### config.mk
export PLATFORM = sky130hd
export DESIGN_NAME = p2h_round
export DESIGN_NICKNAME = d
export VERILOG_FILES = /design/src/assert_macros.svh /design/src/p2h_pkg.sv /design/src/p2h_round.sv
export SDC_FILE = /design/constraint.sdc
export NUM_CORES = 1
export LEC_CHECK = 0
export BUFFER_PORTS_ARGS = -buffer_cell sky130_fd_sc_hd__buf_2
export CORE_MARGIN = 5
export CORE_UTILIZATION = 45
export DETAILED_ROUTE_END_ITERATION = 6
export PLACE_DENSITY = 0.69
export SETUP_SLACK_MARGIN = 0.1
export SLEW_MARGIN = 20
export SYNTH_ARGS = -nofsm -noshare
export SYNTH_HDL_FRONTEND = slang
export SYNTH_SLANG_ARGS = --single-unit
### constraint.sdc
create_clock -name vclk -period 21.8
set_input_delay 4.36 -clock vclk [all_inputs]
set_output_delay 4.36 -clock vclk [all_outputs]
set_load 0.03 [all_outputs]
### src/assert_macros.svh
// Assertion helpers included by pixel_to_hex_axial_top.
`ifndef ASSERT_MACROS_SVH
`define ASSERT_MACROS_SVH

// Concurrent check on the rising clock, off while reset is asserted.
`define ASSERT_CLK(label, prop) \
    label: assert property (@(posedge i_clk) disable iff (!i_rst_n) (prop)) \
        else $error("assertion failed");

// Implication whose consequent is checked in the cycle after the antecedent.
`define ASSERT_NEXT(label, ante, cons) \
    label: assert property (@(posedge i_clk) disable iff (!i_rst_n) (ante) |=> (cons)) \
        else $error("assertion failed");

`endif

### src/p2h_pkg.sv
// ----------------------------------------------------------------------------
// p2h_pkg
// Types, constants and helpers for the pixel to hex axial block.
// ----------------------------------------------------------------------------
package p2h_pkg;

    localparam int FRAC_BITS_DEF = 16;
    localparam int DW            = 32;  // divisor / remainder width
    localparam int QW            = 63;  // numerator and quotient magnitude width
    localparam int OW            = 24;  // output width
    localparam int NW            = 35;  // rounded coordinate width

    // hex basis, unsigned Q0.32
    localparam logic [31:0] K_INV_SQRT3  = 32'd2479700524;
    localparam logic [31:0] K_THIRD      = 32'd1431655765;
    localparam logic [31:0] K_TWO_THIRDS = 32'd2863311531;

    typedef struct packed {
        logic [DW-1:0] rem;
        logic [QW-1:0] num;
        logic [QW-1:0] quo;
        logic          neg;
    } t_div_lane;

    typedef struct packed {
        logic      valid;
        t_div_lane lane_q;
        t_div_lane lane_r;
    } t_div_cell;

    function automatic logic [OW-1:0] sat_out(input logic signed [NW+1:0] v);
        logic signed [NW+1:0] hi;
        logic signed [NW+1:0] lo;
        hi = (NW+2)'(signed'(24'sh7FFFFF));
        lo = -(NW+2)'(signed'(25'sh0800000));
        if (v > hi)      sat_out = 24'h7FFFFF;
        else if (v < lo) sat_out = 24'h800000;
        else             sat_out = v[OW-1:0];
    endfunction

endpackage

### src/p2h_round.sv
// ----------------------------------------------------------------------------
// p2h_round
// Rounds a signed Q.32 value half away from zero and reports the error.
// ----------------------------------------------------------------------------
module p2h_round
    import p2h_pkg::*;
(
    input  logic signed [64:0]   i_val,
    output logic signed [NW-1:0] o_int,
    output logic [31:0]          o_err
);

    logic          neg;
    logic [64:0]   mag;
    logic [65:0]   sum;
    logic [33:0]   k;
    logic [65:0]   back;
    logic [65:0]   diff;

    always_comb begin
        neg  = i_val[64];
        mag  = neg ? 65'(-i_val) : i_val;
        sum  = {1'b0, mag} + 66'h80000000;
        k    = sum[65:32];
        back = {k, 32'h0};
        diff = (back > {1'b0, mag}) ? back - {1'b0, mag} : {1'b0, mag} - back;
        o_err = diff[31:0];
        o_int = neg ? -$signed({1'b0, k}) : $signed({1'b0, k});
    end

endmodule

== Word-level counts from Yosys, hierarchy flattened ==
Index checks and enable logic that the tools add are counted.

* Register bits: 0
* Bits in latches: 0
* RAM bits: 0
* Memory bits (read-only): 0
* Input bits: 65
* Output and inout bits: 67
* Memories: 0

* Add/subtract/negate cells: 5
* Multipliers: 0
* Div/mod/pow operators: 0
* Order comparisons: 1
* Equal/unequal tests: 0
* Shift operators: 0
* Muxes and demuxes: 3
* Bitwise operators: 0
* Reduce and logical (&&, ||, !) cells: 0

{| class="wikitable"
|+ Operator list
! kind !! count
|-
| adder 65 x 32 -> 66 bit (second input constant) || 1
|-
| greater-than comparator 66 x 65 -> 1 bit || 1
|-
| two-way mux 65 bit || 1
|-
| negation 65 bit || 1
|-
| two-way mux 35 bit || 1
|-
| negation 34 -> 35 bit || 1
|-
| two-way mux 32 bit || 1
|-
| subtractor 1 x 32 -> 32 bit (first input constant) || 1
|-
| subtractor 32 x 1 -> 32 bit (second input constant) || 1
|}

== Logic depth before layout (Yosys ltp) ==
* Depth in word-level cells: 5
* Gate-level depth with buffers: 26

== Least setup slack after synthesis ==
No wires, ideal clock.

* Path kind: in2out
* Start point: input i_val[4]
* End point: output o_err[2]
* Arrival time: 10.246 ns
* Data required time: 17.440 ns
* Path slack: 7.194 ns
* Stages: 22
* Path buffers: 4
* Cells stage by stage: buf_2 nor4_1 buf_2 nand3_1 clkbuf_1 o41ai_1 xor2_1 inv_1 ha_1 clkbuf_1 nand3b_1 a21oi_1 nor4_1 nor3_1 nand2_2 nor2_1 a2111oi_2 o21ai_1 or4b_4 a2111oi_4 a21oi_1 a2111oi_2

* Longest elaborated chain between the ends: 5

{| class="wikitable"
|+ RTL lines
! what !! line !! RTL
|-
| start, declared || p2h_round.sv:8 || <nowiki>input logic signed [64:0] i_val,</nowiki>
|-
| negation 65 bit || p2h_round.sv:22 || <nowiki>mag = neg ? 65'(-i_val) : i_val;</nowiki>
|-
| two-way mux 65 bit * || p2h_round.sv:22 ||
|-
| adder 65 x 32 -> 66 bit || p2h_round.sv:23 || <nowiki>sum = {1'b0, mag} + 66'h80000000;</nowiki>
|-
| greater-than comparator 66 x 65 -> 1 bit * || p2h_round.sv:26 || <nowiki>diff = (back > {1'b0, mag}) ? back - {1'b0, mag} : {1'b0, mag} - back;</nowiki>
|-
| two-way mux 32 bit * || p2h_round.sv:26 ||
|-
| end, declared || p2h_round.sv:10 || <nowiki>output logic [31:0] o_err</nowiki>
|}

Every way passes the cells marked *; elsewhere a longest branch is shown, timed or not.

== Worst setup path in the final report ==
* Start point: input i_val[10]
* End point: output o_err[2]

The elaborated chain is that of the path after synthesis.

==> results.cfg <==
[placement]
gp_congestion = 0.942
place_ws_ns = 5.85
io_buffers = 132
dp_hpwl_um = 14300

[final_layout]
final_nets = 1019
drive_gt1_share_pct = 19.2
area_growth_pct = 12.6
nFlopsAndLatches = 0
clock_buffers = 0
final-seq-area_um2 = 0
fillCellCount = 1292

[floorplanning]
start_util_pct = 46.2
io_pins = 132
dieHeight_um = 121
coreArea_um2 = 12100
die_w_um = 121
rows = 40
die_area_um2 = 14700

[synthesis]
postSynthAreaPerCell_um2 = 6.60
yosysSeqAreaShare_pct = 0
netlist_area_um2 = 5580
synth_common_cells = xnor2_1, nand2_1, nor2_1
synth.most_common_cell = xnor2_1
ys_top_cells_by_area = xnor2_1, xor2_1, nor3_1
synth_cell_types = 89
syn_inst = 845
yosysTopAreaCell = xnor2_1
synth_top_area_share_pct = 14.0
ys_warn_count = 0
synth_nets = 931

[detailed_routing]
num_vias = 6771
route.met2.wl_um = 8440
drt_iter0_drc = 527
drc = 0
dr.pass1.iters = 5
avgViaCountPerCell = 6.16
top_layer = met5
ant_nets = 0
drt-total-wl_um = 18000
wl_met1_um = 8080
wire_per_inst_um = 16.4
wl_met3_um = 1180

[worst_setup_path]
cp-endpoint = o_err[2]
worstSetupEndpointType = output port
arrival_ns = 11.79
crit_path_max_fanout = 33
crit_required_ns = 17.44
crit_path_start_kind = primary input
crit_path_start = i_val[10]
path_class = in2out

[sta]
worst_slew_pin_slew_ns = 1.09
relSlewSlack_pct = 26.6
fin_crit_ns = 16.15
layout_setup_ws_ns = 5.65
finalHoldViolations = 0
tns_ns = 0
slew_violations = 0
max_freq_mhz = 61.9
setup_violations = 0
rsz0062_at_grt = false
fin_crit_sh_pct = 74.1

[cts]
cts_setup_buffers = 0
cts_hold_buf = 0
cts_resized = 0

[power_and_ir_drop]
p_leak_nw = 2.29
powerDensity_nw_per_um2 = 25.4
vdd_drop_max_mv = 0.0202

[global_route]
grt_pass1_wl_um = 29500
antenna_found_initial = 2
grt_pass1_vias = 6169
grt_usage_pct = 23.1
grt_max_degree = 105
overflow = 0

[flow_run]
maxCapViolCount = 0

[worst_hold_path]
hold_path.class = in2out

[outcome]
status = completed
[per-stage QoR]
step | util [%] | hold slack [ns] | std cells | area (µm²) | total power [mW]
final | 52.0 | 9.02 | 1100 | 6280 | 0.159
after global routing | 52.0 | 9.03 | 1100 | 6280 | 0.174
after CTS | 52.0 | 9.02 | 1099 | 6270 | 0.159
after detailed placement | 52.0 | 9.02 | 1099 | 6270 | 0.159
after global placement | 52.0 | 9.02 | 1099 | 6270 | 0.158
after floorplan | - | 8.85 | 845 | 5580 | 0.117
[where the power goes]
group / internal (mW) / switching [mW] / leakage, nW / total [mW]
registers: 0 / 0 / 0 / 0
logic: 0.0541 / 0.105 / 2.29 / 0.159
clock network: 0.00000000616 / 0 / 0.00000634 / 0.00000000616
total: 0.0541 / 0.105 / 2.29 / 0.159
[placed cells by master, fill, tap and decap left out, types with 27 or more instances in the layout]
cell type	synthesis	layout
o21ai_0	32	32
nor3_1	57	57
xor2_1	56	56
xnor2_1	89	89
nor4_1	31	30
nand3_1	27	27
nor2_1	71	71
nand2_1	75	75
buf_2	5	132
[how the worst min path moves through the flow]
stage | start | to | cells past startpoint
floorplan | i_val[0] | o_err[0] | 1
global placement | i_val[0] | o_err[0] | 2
detailed placement | i_val[0] | o_err[0] | 2
CTS | i_val[0] | o_err[0] | 2
global route | i_val[0] | o_err[0] | 2
finish | i_val[0] | o_err[0] | 2
[routing by layer]
| metal | up-vias | GRT usage [%] |
|---|---|---|
| met5 | - | 0 |
| met4 | 2 | 4.27 |
| met3 | 32 | 1.86 |
| met2 | 254 | 39.8 |
| met1 | 3153 | 31.8 |
| li1 | 3330 | - |
[area by class of cell]
class / instances / area (µm²) / share of cell area (%)
antenna: 1 / 2.50 / 0.0399
inverter: 23 / 86.3 / 1.38
multi-input combinational: 769 / 5260 / 83.9
tap: 168 / 210 / 3.35
timing repair buffer: 139 / 713 / 11.4
[cell families (layout without fill, tap and decap cells)]
logic type,count (synthesis),count (layout),share of synthesized area (%)
AOI/OAI and AO/OA,173,173,22.8
muxes,11,11,2.04
other,0,1,0
xor gates and xnor gates,147,147,23.5
buffers and inverters,76,162,5.70
and+or+nand+nor,417,417,41.2
adders and majority gates,21,21,4.71
[critical path: stages]
cell and delay, ns:
buf_2 0.12, nor4_1 0.92, nand3_1 0.65, o41ai_1 0.64
xor2_1 0.21, inv_1 0.14, ha_1 0.37, nand3b_1 0.17
o21ai_0 0.20, nor4_1 0.06, buf_4 0.17, nor3_1 0.41
nand2_2 0.23, nor3_1 0.87, nand2_1 0.16, o211a_2 0.19
or4b_4 0.52, a2111oi_4 0.35, buf_4 0.39, a21oi_1 0.10
a2111oi_2 0.28, buf_2 0.25
Note: power is estimated with default switching activity, not from simulation.
