### src/assert_macros.svh
// Assertion helpers included by pixel_to_hex_axial_top.
`ifndef ASSERT_MACROS_SVH
`define ASSERT_MACROS_SVH

// Concurrent check on the rising clock, off while reset is asserted.
`define ASSERT_CLK(label, prop) \
    label: assert property (@(posedge i_clk) disable iff (!i_rst_n) (prop)) \
        else $error("assertion failed");

// Implication whose consequent is checked in the cycle after the antecedent.
`define ASSERT_NEXT(label, ante, cons) \
    label: assert property (@(posedge i_clk) disable iff (!i_rst_n) (ante) |=> (cons)) \
        else $error("assertion failed");

`endif

### src/p2h_pkg.sv
// ----------------------------------------------------------------------------
// p2h_pkg
// Types, constants and helpers for the pixel to hex axial block.
// ----------------------------------------------------------------------------
package p2h_pkg;

    localparam int FRAC_BITS_DEF = 16;
    localparam int DW            = 32;  // divisor / remainder width
    localparam int QW            = 63;  // numerator and quotient magnitude width
    localparam int OW            = 24;  // output width
    localparam int NW            = 35;  // rounded coordinate width

    // hex basis, unsigned Q0.32
    localparam logic [31:0] K_INV_SQRT3  = 32'd2479700524;
    localparam logic [31:0] K_THIRD      = 32'd1431655765;
    localparam logic [31:0] K_TWO_THIRDS = 32'd2863311531;

    typedef struct packed {
        logic [DW-1:0] rem;
        logic [QW-1:0] num;
        logic [QW-1:0] quo;
        logic          neg;
    } t_div_lane;

    typedef struct packed {
        logic      valid;
        t_div_lane lane_q;
        t_div_lane lane_r;
    } t_div_cell;

    function automatic logic [OW-1:0] sat_out(input logic signed [NW+1:0] v);
        logic signed [NW+1:0] hi;
        logic signed [NW+1:0] lo;
        hi = (NW+2)'(signed'(24'sh7FFFFF));
        lo = -(NW+2)'(signed'(25'sh0800000));
        if (v > hi)      sat_out = 24'h7FFFFF;
        else if (v < lo) sat_out = 24'h800000;
        else             sat_out = v[OW-1:0];
    endfunction

endpackage

### src/p2h_div_cell.sv
// ----------------------------------------------------------------------------
// p2h_div_cell
// One restoring division step for both coordinates: one quotient bit each.
// ----------------------------------------------------------------------------
module p2h_div_cell
    import p2h_pkg::*;
(
    input  logic          i_clk,
    input  logic          i_rst_n,
    input  logic          i_en,
    input  logic [DW-1:0] i_div,
    input  t_div_cell     i_cell,
    output t_div_cell     o_cell
);

    t_div_cell n_cell;
    logic      r_valid;
    t_div_lane r_lane_q;
    t_div_lane r_lane_r;

    function automatic t_div_lane step(input t_div_lane l, input logic [DW-1:0] d);
        t_div_lane     o;
        logic [DW:0]   t;
        logic          ge;
        t  = {l.rem, l.num[QW-1]};
        ge = (t >= {1'b0, d});
        o.rem = ge ? DW'(t - {1'b0, d}) : t[DW-1:0];
        o.num = {l.num[QW-2:0], 1'b0};
        o.quo = {l.quo[QW-2:0], ge};
        o.neg = l.neg;
        return o;
    endfunction

    always_comb begin
        n_cell        = i_cell;
        n_cell.lane_q = step(i_cell.lane_q, i_div);
        n_cell.lane_r = step(i_cell.lane_r, i_div);
    end

    always_ff @(posedge i_clk) begin
        if (!i_rst_n) begin
            r_valid <= 1'b0;
        end else if (i_en) begin
            r_valid <= n_cell.valid;
        end
    end

    always_ff @(posedge i_clk) begin
        if (i_en) begin
            r_lane_q <= n_cell.lane_q;
            r_lane_r <= n_cell.lane_r;
        end
    end

    assign o_cell = {r_valid, r_lane_q, r_lane_r};

endmodule

### config.mk
export PLATFORM = sky130hd
export DESIGN_NAME = p2h_div_cell
export DESIGN_NICKNAME = d
export VERILOG_FILES = /design/src/assert_macros.svh /design/src/p2h_pkg.sv /design/src/p2h_div_cell.sv
export SDC_FILE = /design/constraint.sdc
export NUM_CORES = 1
export LEC_CHECK = 0
export ABC_AREA = 1
export BUFFER_PORTS_ARGS = -buffer_cell sky130_fd_sc_hd__buf_4
export CAP_MARGIN = 40
export CORE_AREA = 2 2 258 260
export DETAILED_ROUTE_END_ITERATION = 16
export DIE_AREA = 0 0 260 262
export PLACE_DENSITY = 0.46
export SYNTH_ARGS = -nofsm -noshare
export SYNTH_HDL_FRONTEND = slang
export SYNTH_SLANG_ARGS = --single-unit
### constraint.sdc
create_clock -name i_clk -period 3.6 [get_ports i_clk]
set_input_delay 0.54 -clock i_clk [delete_from_list [all_inputs] [get_ports i_clk]]
set_output_delay 0.54 -clock i_clk [all_outputs]
set_load 0.01 [all_outputs]
---- Word-level counts from Yosys, hierarchy flattened ----
Cells that the tools add are included.
cells by class
  mux-type cells .......................... 2
  add/subtract/negate cells ............... 2
  order comparisons ....................... 2
operators with widths
  cell                                                            number
  33-bit by 32-bit greater-or-equal comparator with 1-bit output  2
  32-bit 2-to-1 mux                                               2
  32-bit subtractor                                               2
word-level totals
  flip-flop bits (word level) ............. 317
  word-level logic and storage cells ...... 15
  output and inout bits ................... 319

---- Logic depth before layout (Yosys ltp) ----
  depth after elaboration ................. 2
  depth in mapped cells ................... 16
  gate-level depth less buffers ........... 15

---- Least setup slack after synthesis ----
Ideal clock, no wire load.
  kind .................................... input to register
  from .................................... input i_div[2]
  to ...................................... register r_lane_r, in the netlist o_cell[147] (data pin)
  data arrival time ....................... 1.936 ns
  buffers on the path ..................... 2
  stages on the path ...................... 16
  path slack .............................. 1.411 ns
  required time ........................... 3.348 ns
  library setup time ...................... 0.252 ns
  cells stage by stage .................... inv_1 > ha_1 > buf_2 > nand2_1 > nand2_1 > nand2_1 > nand3_1 > nand2_1 > nand3_2 > nand2_1 > nand2_1 > nand2_4 > nand2_8 > buf_8 > nand2_1 > nand2_1
RTL lines
  item                  RTL line            RTL
  from (decl)           p2h_div_cell.sv:11  input logic [DW-1:0] i_div,
  to (signal assigned)  p2h_div_cell.sv:51  r_lane_r <= n_cell.lane_r;
  to (decl)             p2h_div_cell.sv:19  t_div_lane r_lane_r;

==> impl_metrics.env <==
export IMPL_drt_wirelength_per_cell_um=22.75
export IMPL_synth_cell_types=38
export IMPL_netSwitchingFraction=0.2886
export IMPL_tritoncts="done"
export IMPL_num_fill_cells=6730
export IMPL_register_area_sq_um=9509
export IMPL_holdBufCountCts=0
export IMPL_final_util=0.3581
export IMPL_via_per_inst=4.253
export IMPL_drt_iter0_drc=866
export IMPL_grt_max_degree=87
export IMPL_rows=94
export IMPL_criticalPathCategory="in2reg"
export IMPL_area_growth_pct=46.35
export IMPL_hpwl_um=61960
export IMPL_rsz0062_at_grt="no"
export IMPL_cts_resized=0
export IMPL_cp_max_fo=33
export IMPL_drive_above_1_share=0.3306
export IMPL_synth_top_area_frac=0.5940
export IMPL_seqPwrFrac=0.408
export IMPL_antenna_left=0
export IMPL_portBuffers=668
export IMPL_max_freq_mhz=395.6
export IMPL_clk_path_buf_depth=3
export IMPL_async_reset_ff_frac=0
export IMPL_placed_cells=3200
export IMPL_yosysMostFrequentCell="nand2_1"
export IMPL_initial_core_util=0.2447
export IMPL_placed_cell_area_sq_um=22010
export IMPL_max_slew_margin=0.5414
export IMPL_cts_made_buffers=41
export IMPL_clk_pin_slew_worst_paths_ns=0.07
export IMPL_slew_violations=0
export IMPL_grt_usage=0.2083
export IMPL_whs_endpoint="o_cell[57]$_DFFE_PP_"
export IMPL_synthTopCellsByArea="edfxtp_1 59%, nand2_1 14%, inv_1 7.0%"
export IMPL_pwr_share_clk=0.382
export IMPL_switchingPower_mw=3.250
export IMPL_avgSynthCellArea_sq_um=9.514
export IMPL_cts_root_buf="clkbuf_16"
export IMPL_regToRegStartpoint="r_valid$_SDFFE_PN0P_"
export IMPL_ys_ff_latch=317
export IMPL_ys_flop_type="edfxtp_1"
export IMPL_timing_final_setup_violations=0
export IMPL_dr_pass1_iters=6
export IMPL_r2r_cells=2
export IMPL_synthTopCellsByCount="615 x nand2_1, 316 x edfxtp_1, 296 x inv_1, 124 x nand3_1, 75 x nor2_1"
export IMPL_r2r_end="r_valid$_SDFFE_PN0P_"
export IMPL_period_share=0.7021
export IMPL_fin_nets=2799
export IMPL_yosysTopAreaCell="edfxtp_1"
export IMPL_grt_pass1_vias=14212
export IMPL_period_needed_ns=2.528
export IMPL_yosysSeqAreaShare=0.5953
export IMPL_required_ns=3.92
export IMPL_synth_cells=1679
export IMPL_hold_depth=1
export IMPL_antenna_found_initial=14
export IMPL_gp_congestion=0.8849
export IMPL_worst_setup_path_start_kind="input pin"
export IMPL_cts_sinks=317
export IMPL_htreeDepth=2
export IMPL_core_area_sq_um=65280
export IMPL_hold_viol_final=0
export IMPL_cts_setup_buffers=0
export IMPL_synth_edf_count=316
export IMPL_fin_tns_setup_ns=0
export IMPL_clk_latency_ns=0.57
export IMPL_die_area_sq_um=68120
export IMPL_p_comb_frac=0.210
export IMPL_max_slew_worst_pin_slew_ns=0.6854
export IMPL_die_h_um=262
export IMPL_endpoint_kind="flip-flop"
export IMPL_ff2ff_setup_slack_ns=2.95
export IMPL_syn_area_sq_um=15970
export IMPL_status="completed"
export IMPL_routed_wl_um=74490
export IMPL_hold_class="in2reg"
export IMPL_peakVddDrop_mv=0.2705
export IMPL_design_area_sq_um=23380
export IMPL_powerDensity_nw_per_um2=481.8
export IMPL_grt_pass1_wl_um=100700
export IMPL_hp_start="i_cell[56]"
export IMPL_cap_violations=0
export IMPL_p_int_mw=8.013
export IMPL_crit_arrival_ns=2.85
export IMPL_yosysWarnings=0
export IMPL_grt_overflow=0
export IMPL_die_w_um=260
export IMPL_stdcell_count=3275
export IMPL_num_vias=13929
export IMPL_multi_input_area_sq_um=5136
export IMPL_io_pins=673
export IMPL_power_mw=11.26
export IMPL_finClkSkew_ns=0
export IMPL_drcViolationCount=0
export IMPL_p_leak_nw=11.52
[layout make-up]
cell class / instances / area share
Sequential cell: 317 / 0.4068
Tap cell: 864 / 0.04624
Clock inverter: 27 / 0.01376
Clock buffer: 45 / 0.04453
Multi-Input combinational cell: 1041 / 0.2197
Timing Repair Buffer: 678 / 0.2205
Inverter: 300 / 0.04817
Antenna cell: 3 / 0.0003211
[power by group through the flow]
stage	clock network, mW	logic, mW	registers [mW]
after global routing	4.55	2.59	4.63
after floorplan	0	0.850	4.83
final	4.30	2.37	4.60
after CTS	4.44	2.42	4.60
after global placement	0	2.40	4.68
after detailed placement	0	2.41	4.67
[worst max-delay path by stage]
stage	startpoint	slack, ns	end	depth (start not counted)
after global routing	i_div[21]	0.89	o_cell[316]$_DFFE_PP_	12
after floorplan	i_div[2]	1.41	o_cell[147]$_DFFE_PP_	16
after global placement	i_div[20]	0.16	o_cell[158]$_DFFE_PP_	15
after CTS	i_div[21]	1.08	o_cell[303]$_DFFE_PP_	12
final	i_div[19]	1.07	o_cell[157]$_DFFE_PP_	16
after detailed placement	i_div[19]	0.47	o_cell[157]$_DFFE_PP_	16
[placed cells by master, fill, tap and decap left out, drive strengths merged, types with 9 or more instances in the layout]
| cell | netlist | layout |
|---|---|---|
| a21oi | 38 | 38 |
| and2 | 9 | 9 |
| buf | 20 | 678 |
| clkbuf | 2 | 45 |
| clkinv | 0 | 12 |
| edfxtp | 316 | 316 |
| ha | 64 | 64 |
| inv | 300 | 306 |
| nand2 | 648 | 648 |
| nand3 | 127 | 127 |
| nand4 | 9 | 9 |
| nor2 | 87 | 87 |
| nor3 | 18 | 18 |
| xor2 | 26 | 26 |
[kinds of logic after synthesis]
| family | after synthesis | synth area share |
|---|---|---|
| AND/OR/NAND/NOR | 903 | 0.2392 |
| buffers and inverters | 322 | 0.08342 |
| flip-flops | 317 | 0.5953 |
| adder cells (fa/ha/maj) | 66 | 0.05264 |
| AO/OA/AOI/OAI | 42 | 0.01386 |
| XOR/XNOR | 28 | 0.01535 |
| other | 1 | 0.0002348 |
[worst max-delay path: stages]
cell and delay (ns):
buf_4 0.11, inv_1 0.20, ha_1 0.34, nand2_1 0.14, inv_1 0.05, nand2_1 0.06, nand2_1 0.06, nand2_1 0.06
nand2_1 0.06, nand2_1 0.06, nand3_1 0.11, nor2_4 0.43, buf_16 0.23, nand2_8 0.16, nand2_1 0.13, nand2_1 0.07
[registers in the layout, summed over array words and instances, names as in the netlist]
| register | flops |
|---|---|
| o_cell | 316 |
| r_valid | 1 |
[stage by stage]
step	setup WS [ns]	hold slack [ns]
3_3_place_gp	0.1604	0.5368
5_1_grt	0.8947	0.1036
6_report	1.072	0.1424
3_5_place_dp	0.4677	0.5305
2_1_floorplan	1.412	0.5021
4_1_cts	1.081	0.09416
[layer usage]
| metal | global-route usage | vias up | share of wire |
|---|---|---|---|
| met5 | 0 | - | 0.0014 |
| met4 | 0.06545 | 16 | 0.031 |
| met3 | 0.05575 | 108 | 0.070 |
| met2 | 0.3880 | 462 | 0.52 |
| met1 | 0.2292 | 6565 | 0.38 |
| li1 | - | 6778 | - |
Power figures use the tool's default switching activity.
